## config.mk

```make
export PLATFORM = sky130hd
export DESIGN_NAME = mscc_ctrl
export DESIGN_NICKNAME = d
export VERILOG_FILES = /design/src/design/merge_sort_with_comparison_count_macros.svh /design/src/design/mscc_pkg.sv /design/src/design/mscc_ctrl.sv
export SDC_FILE = /design/constraint.sdc
export NUM_CORES = 1
export LEC_CHECK = 0
export BUFFER_PORTS_ARGS = -buffer_cell sky130_fd_sc_hd__buf_2
export CAP_MARGIN = 20
export CORE_MARGIN = 2
export CORE_UTILIZATION = 36
export CTS_BUF_LIST = sky130_fd_sc_hd__clkbuf_16
export CTS_CLUSTER_DIAMETER = 60
export DETAILED_ROUTE_END_ITERATION = 8
export PLACE_DENSITY_LB_ADDON = 0.3
export SKIP_LAST_GASP = 1
export SLEW_MARGIN = 10
export SYNTH_ARGS = -nofsm -noshare
export SYNTH_HDL_FRONTEND = slang
export SYNTH_SLANG_ARGS = --single-unit
export TNS_END_PERCENT = 100
```

## constraint.sdc

```tcl
create_clock -name clock -period 2 [get_ports clock]
set_clock_uncertainty 0.1 [all_clocks]
set_input_delay 0.2 -clock clock [delete_from_list [all_inputs] [get_ports clock]]
set_output_delay 0.2 -clock clock [all_outputs]
set_load 0.02 [all_outputs]
```

## src/design/merge_sort_with_comparison_count_macros.svh

```systemverilog
// assertion macros for the merge sort block
`ifndef MERGE_SORT_WITH_COMPARISON_COUNT_MACROS_SVH
`define MERGE_SORT_WITH_COMPARISON_COUNT_MACROS_SVH
`ifndef SYNTHESIS
`define MSCC_ASSERT(label, clk, rst, prop) \
   label: assert property (@(posedge clk) disable iff (rst) (prop)) \
      else $error("merge sort check failed");
`define MSCC_ASSERT_IMP(label, clk, rst, ante, cons) \
   label: assert property (@(posedge clk) disable iff (rst) (ante) |-> (cons)) \
      else $error("merge sort check failed");
`define MSCC_ASSERT_NEXT(label, clk, rst, ante, cons) \
   label: assert property (@(posedge clk) disable iff (rst) (ante) |=> (cons)) \
      else $error("merge sort check failed");
`else
`define MSCC_ASSERT(label, clk, rst, prop)
`define MSCC_ASSERT_IMP(label, clk, rst, ante, cons)
`define MSCC_ASSERT_NEXT(label, clk, rst, ante, cons)
`endif
`endif

```

## src/design/mscc_pkg.sv

```systemverilog
// shared types and constants of the merge sort block
package mscc_pkg;

   localparam int VALUE_W = 32;
   localparam int INDEX_W = 9;
   localparam int CMPCNT_W = 13;
   localparam int COUNT_OUT_W = 10;
   localparam logic [CMPCNT_W-1:0] CMP_MAX = 13'd8191;

   localparam logic [1:0] OP_APPEND = 2'd0;
   localparam logic [1:0] OP_SORT = 2'd1;
   localparam logic [1:0] OP_READ = 2'd2;
   localparam logic [1:0] OP_CLEAR = 2'd3;

   localparam logic [1:0] PH_LEFT = 2'd0;
   localparam logic [1:0] PH_RIGHT = 2'd1;
   localparam logic [1:0] PH_MERGE = 2'd2;

   typedef struct packed {
      logic append;
      logic clear;
      logic read;
      logic sort_start;
      logic push_left;
      logic push_right;
      logic pop;
      logic merge_init;
      logic merge_wr;
      logic copy_wr;
      logic rsp_load;
      logic rsp_read;
   } cmd_type;

   typedef struct packed {
      logic stack_empty;
      logic trivial;
      logic [1:0] phase;
      logic merge_last;
      logic copy_last;
      logic count_gt1;
      logic full;
   } stat_type;

endpackage

```

## src/design/mscc_ctrl.sv

```systemverilog
// controller: request handshake, recursion sequencer, response valid
module mscc_ctrl (
   input  logic clock,
   input  logic reset,
   input  logic req_valid,
   output logic req_stall,
   input  logic [1:0] req_op,
   output logic rsp_valid,
   input  logic rsp_stall,
   input  mscc_pkg::stat_type stat,
   output mscc_pkg::cmd_type cmd
);

   localparam logic [2:0] ST_IDLE = 3'd0;
   localparam logic [2:0] ST_RD_WAIT = 3'd1;
   localparam logic [2:0] ST_FRAME = 3'd2;
   localparam logic [2:0] ST_MERGE_RD = 3'd3;
   localparam logic [2:0] ST_MERGE_WR = 3'd4;
   localparam logic [2:0] ST_COPY_RD = 3'd5;
   localparam logic [2:0] ST_COPY_WR = 3'd6;

   logic [2:0] state_ff, state_in;
   logic rsp_valid_ff, rsp_valid_in;
   logic slot_free, accept;

   assign slot_free = !rsp_valid_ff || !rsp_stall;
   assign req_stall = !((state_ff == ST_IDLE) && slot_free);
   assign accept = req_valid && !req_stall;
   assign rsp_valid = rsp_valid_ff;

   always_comb begin
      state_in = state_ff;
      cmd = '0;
      unique case (state_ff)
         ST_IDLE: begin
            if (accept) begin
               unique case (req_op)
                  mscc_pkg::OP_APPEND: begin
                     cmd.append = 1'b1;
                     cmd.rsp_load = 1'b1;
                  end
                  mscc_pkg::OP_CLEAR: begin
                     cmd.clear = 1'b1;
                     cmd.rsp_load = 1'b1;
                  end
                  mscc_pkg::OP_READ: begin
                     cmd.read = 1'b1;
                     state_in = ST_RD_WAIT;
                  end
                  default: begin
                     cmd.sort_start = 1'b1;
                     if (stat.count_gt1) begin
                        state_in = ST_FRAME;
                     end else begin
                        cmd.rsp_load = 1'b1;
                     end
                  end
               endcase
            end
         end
         ST_RD_WAIT: begin
            cmd.rsp_load = 1'b1;
            cmd.rsp_read = 1'b1;
            state_in = ST_IDLE;
         end
         ST_FRAME: begin
            priority if (stat.stack_empty) begin
               if (slot_free) begin
                  cmd.rsp_load = 1'b1;
                  state_in = ST_IDLE;
               end
            end else if (stat.trivial) begin
               cmd.pop = 1'b1;
            end else if (stat.phase == mscc_pkg::PH_LEFT) begin
               cmd.push_left = 1'b1;
            end else if (stat.phase == mscc_pkg::PH_RIGHT) begin
               cmd.push_right = 1'b1;
            end else begin
               cmd.merge_init = 1'b1;
               state_in = ST_MERGE_RD;
            end
         end
         ST_MERGE_RD: begin
            state_in = ST_MERGE_WR;
         end
         ST_MERGE_WR: begin
            cmd.merge_wr = 1'b1;
            state_in = stat.merge_last ? ST_COPY_RD : ST_MERGE_RD;
         end
         ST_COPY_RD: begin
            state_in = ST_COPY_WR;
         end
         ST_COPY_WR: begin
            cmd.copy_wr = 1'b1;
            if (stat.copy_last) begin
               cmd.pop = 1'b1;
               state_in = ST_FRAME;
            end else begin
               state_in = ST_COPY_RD;
            end
         end
         default: begin
            state_in = ST_IDLE;
         end
      endcase
   end

   always_comb begin
      rsp_valid_in = rsp_valid_ff;
      if (cmd.rsp_load) begin
         rsp_valid_in = 1'b1;
      end else if (rsp_valid_ff && !rsp_stall) begin
         rsp_valid_in = 1'b0;
      end
   end

   always_ff @(posedge clock) begin
      if (reset) begin
         state_ff <= ST_IDLE;
         rsp_valid_ff <= 1'b0;
      end else begin
         state_ff <= state_in;
         rsp_valid_ff <= rsp_valid_in;
      end
   end

endmodule

```

======== After elaboration in Yosys (flattened, before gate mapping) ========
Index checks and enable logic that the tools add are counted.
operators by class
  multiplexer cells ....................... 41
  $add $sub $neg .......................... 0
  reductions and logical operators ........ 14
  shifts and indexed selects .............. 0
  order comparisons ....................... 0
  bitwise logic cells ..................... 0
  $mul .................................... 0
  equal/unequal tests ..................... 16
  div/mod/pow operators ................... 0
operators with widths
  operator            number
  $mux 3              9
  $mux 1              22
  $pmux 3 s6          1
  $mux 4              3
  $ne 3x3->1 const B  4
  $eq 3x3->1 const B  3
  $reduce_and 7->1    1
  $eq 3x2->1 const B  2
  $pmux 3 s2          1
  $eq 2x2->1 const B  2
  $logic_not 2->1     2
  $mux 2              2
  $ne 2x2->1 const B  2
  $pmux 1 s2          2
  $eq 3x1->1 const B  1
  $logic_and 1x1->1   3
  $logic_not 1->1     3
  $logic_not 3->1     1
  $ne 3x2->1 const B  1
  $pmux 1 s3          1
  $reduce_or 3->1     1
  $eq 2x1->1 const B  1
  $reduce_bool 2->1   1
  $reduce_or 2->1     1
  $logic_or 1x1->1    1
storage, ports and cells
  memories kept ........................... 0
  logic and storage cells ................. 73
  output and inout port bits .............. 14
  bits in read-only memories .............. 0
  bits of input ports ..................... 14
  bits in latches ......................... 0
  bits in registers ....................... 4
  bits in writable memories ............... 0

======== Depth between registers and ports, before layout ========
  depth after elaboration ................. 7
  mapped depth ............................ 6
  gate-level depth less buffers ........... 6

======== Worst setup path after synthesis ========
No wires, ideal clock.
  kind .................................... flip-flop to output port
  start ................................... register state_ff[1]
  end ..................................... output port cmd[6] (netlist bit)
  arrival ................................. 1321 ps
  data required time ...................... 1700 ps
  path buffers ............................ 1
  stages on the path, launching flop included .. 6
  slack ................................... 379 ps
  cell sequence ........................... dfxtp_1 -> buf_6 -> nand2b_2 -> nor2_4 -> nand2_1 -> nor3b_1
RTL lines
  what                    line              text
  from (decl)             mscc_ctrl.sv:22   logic [2:0] state_ff, state_in;
  from (signal assigned)  mscc_ctrl.sv:122  state_ff <= state_in;
  to (decl)               mscc_ctrl.sv:11   output mscc_pkg::cmd_type cmd

==> run_results.csv <==
group,metric,value,unit
status,status,"finished, final reports clean",
logic_synthesis,synth_area_leader_cell,"dfxtp_1",
logic_synthesis,synth-compound-area-share,22.6,%
cells_and_area,num-nets-final,111,
timing,timing.fmax,0.570,GHz
logic_synthesis,muxShareOfSynthArea,4.07,%
grt,overflow,0,
cts,clock_sinks,4,
grt,grt_pass1_wl,1700,um
timing,relSlewSlack,79.2,%
route,ant_nets,0,
cts,post_cts_buffers,0,
setup_path,cp-start-kind,"register",
place,port_buffers,26,
route,vias_per_cell,5.06,
timing,fin_crit,1.76,ns
timing,layout_setup_ws,0.244,ns
cells_and_area,layout-drive-gt1-share,43.3,%
setup_path,crit_required,1.70,ns
setup_path,worst_ep_arrival_time,1.46,ns
floorplanning,die-area,0.00168,mm2
timing,timing.final.crit_share,87.8,%
timing,rsz0062_at_grt,"no",
logic_synthesis,synth.net_count,83,
cts,htree_levels,1,
cells_and_area,antenna_cells,0,
grt,grtUsageTotal,16.1,%
logic_synthesis,synthAdderAreaFrac,12.7,%
logic_synthesis,synth-simple-area-share,35.1,%
setup_path,path_max_fanout,8,
logic_synthesis,yosysSeqAreaShare,16.3,%
cts,worstSkewPairLatency,0.23,ns
power_and_ir_drop,peakVddDrop,0.000455,V
cts,hold_buffers,0,
timing,hold_viol,0,
route,drtIter0Drc,12,
logic_synthesis,synthTopCellsByArea,"dfxtp_1 16%, ha_1 13%, and2_1 5.1%, buf_6 4.6%, nand2_1 4.6%",
timing,drv_slew,0,
setup_path,critPathKind,"register to output port",
floorplanning,num_rows,13,
setup_path,slowest_stage,"dfxtp_1",
min_path,worstHoldPathType,"input port to register",
logic_synthesis,synth_area,492,um2
logic_synthesis,syn_inst,64,
setup_path,path_cells,"nor3_2 > and3_2 > a21oi_1 > nand2_1 > buf_2",
floorplanning,die_w,41.0,um
floorplanning,coreArea,0.00128,mm2
logic_synthesis,synth_xor_area_share,0,%
floorplanning,num_io_pins,28,
floorplanning,start_util,38.3,%
route,drc_errors,0,
cts,cts.reportedPaths.clkPinSlew,0.03,ns
timing,finalSetupTns,0,ns
logic_synthesis,synth-seq-cells,4,
grt,antenna_found_initial,0,
logic_synthesis,synth_top_family_by_area,"simple AND/OR/NAND/NOR gates",
setup_path,endpoint_kind,"output port",
cts,cts.repair.resized,0,
logic_synthesis,synth_top_area_share,16.3,%
logic_synthesis,yosysWarnings,0,
timing,worst_slew_pin_slew,0.311,ns
cts,cts_tree,"done",
power_and_ir_drop,power_per_cell_area,798,mW/mm2
route,firstDrtPassIters,2,
place,place_ws,0.321,ns
cts,root_buffer,"clkbuf_16",
route,vias,531,
place,dp_hpwl,890,um
logic_synthesis,synth_area_per_cell,7.68,um2
place,gp_congestion,0.750,
cts,clockBufferDepth,2,
floorplanning,die_h,41.0,um
grt,grt_max_degree,13,
logic_synthesis,ys_types,33,
grt,grt_pass1_vias,416,
flow_run,max-cap-violations,0,
cells_and_area,area_delta_synth_final,39.9,%
route,wl_per_cell,10.7,um
setup_path,crit_path_max_incr_delay,0.47,ns
power_and_ir_drop,p_leak,0.350,nW
cts,cts_inserted_buffers,3,
route,wl,1120,um
timing,setup_viol,0,
[worst max-delay path, delay by kind of cell (launching register included)]
kind,cells,cell delay (ns)
flip-flops,1,0.47
AND/OR/NAND/NOR,3,0.41
AO/OA/AOI/OAI,1,0.19
buffers and inverters,1,0.16
[cell usage in the layout, fill, tap and decap left out, drive strengths merged, types with 2 or more instances in the layout]
| cell type | n |
|---|---|
| buf | 26 |
| nand2 | 7 |
| nor2 | 7 |
| ha | 5 |
| a21oi | 4 |
| and2 | 4 |
| inv | 4 |
| dfxtp | 4 |
| clkbuf | 3 |
| nand2b | 3 |
| nor3 | 3 |
| o21ai | 3 |
| mux2i | 2 |
| nand3 | 2 |
| nor2b | 2 |
| and3 | 2 |
| a2111oi | 2 |
[metal layers]
layer	share of wire [%]	wire length, um	GRT usage [%]	vias up
li1	-	-	-	278
met1	50	564	21.1	234
met2	41	466	22.7	19
met3	8.3	93	9.78	0
met4	0	0	2.50	0
met5	0	0	0	-
[report_power, final]
part | internal [mW] | switching (mW) | total (mW) | leakage [nW]
clock network | 0.256 | 0.0577 | 0.313 | 0.0370
logic | 0.0567 | 0.0776 | 0.134 | 0.280
registers | 0.0878 | 0.0141 | 0.102 | 0.0335
[worst paths after layout]
check / from / endpoint / cells after the start / slack, ns
max: state_ff[0] / cmd[1] / 5 / 0.24
min: reset / state_ff[1] / 2 / 0.09
max reg2reg: state_ff[2] / state_ff[1] / 4 / 0.64
min reg2reg: rsp_valid / rsp_valid / 2 / 0.50
[cells by family after synthesis]
logic type | count (synthesis)
buffers and inverters | 7
flip-flops | 4
AO/OA/AOI/OAI | 15
AND/OR/NAND/NOR | 31
multiplexers | 2
adder cells (fa/ha/maj) | 5
[state kept, by name (all words and copies together) (netlist names)]
register and cells:
state_ff 3, rsp_valid 1
[cells in the mapped netlist, drive strengths merged]
cell	number
mux2i	2
o2111ai	1
nand3	2
o21a	1
a21oi	4
nor2b	2
inv	4
and3	2
nor2	7
dfxtp	4
nor3	3
o21ai	3
o2bb2ai	1
nand2b	3
and2	4
a31oi	1
nand2	7
o32ai	1
nor3b	1
a22oi	1
ha	5
a2111oi	2
buf	3
[metrics by stage]
step	std cells	area, um2	hold slack [ns]	utilization [%]	total power [mW]
5_1_grt	105	688	0.115	53.6	0.579
6_report	105	688	0.0899	53.6	0.549
4_1_cts	105	686	0.0992	53.4	0.553
3_3_place_gp	102	611	0.329	47.5	0.236
3_5_place_dp	102	611	0.331	47.5	0.237
2_1_floorplan	64	492	0.169	-	0.201
[area by class of cell]
cell class	instances	area [um2]
Tap cell	15	18.8
Clock buffer	3	75.1
Multi-Input combinational cell	53	367
Timing Repair Buffer	26	130
Inverter	4	15.0
Sequential cell	4	82.6
Fill cell	131	597
(Power assumes the default switching activity.)
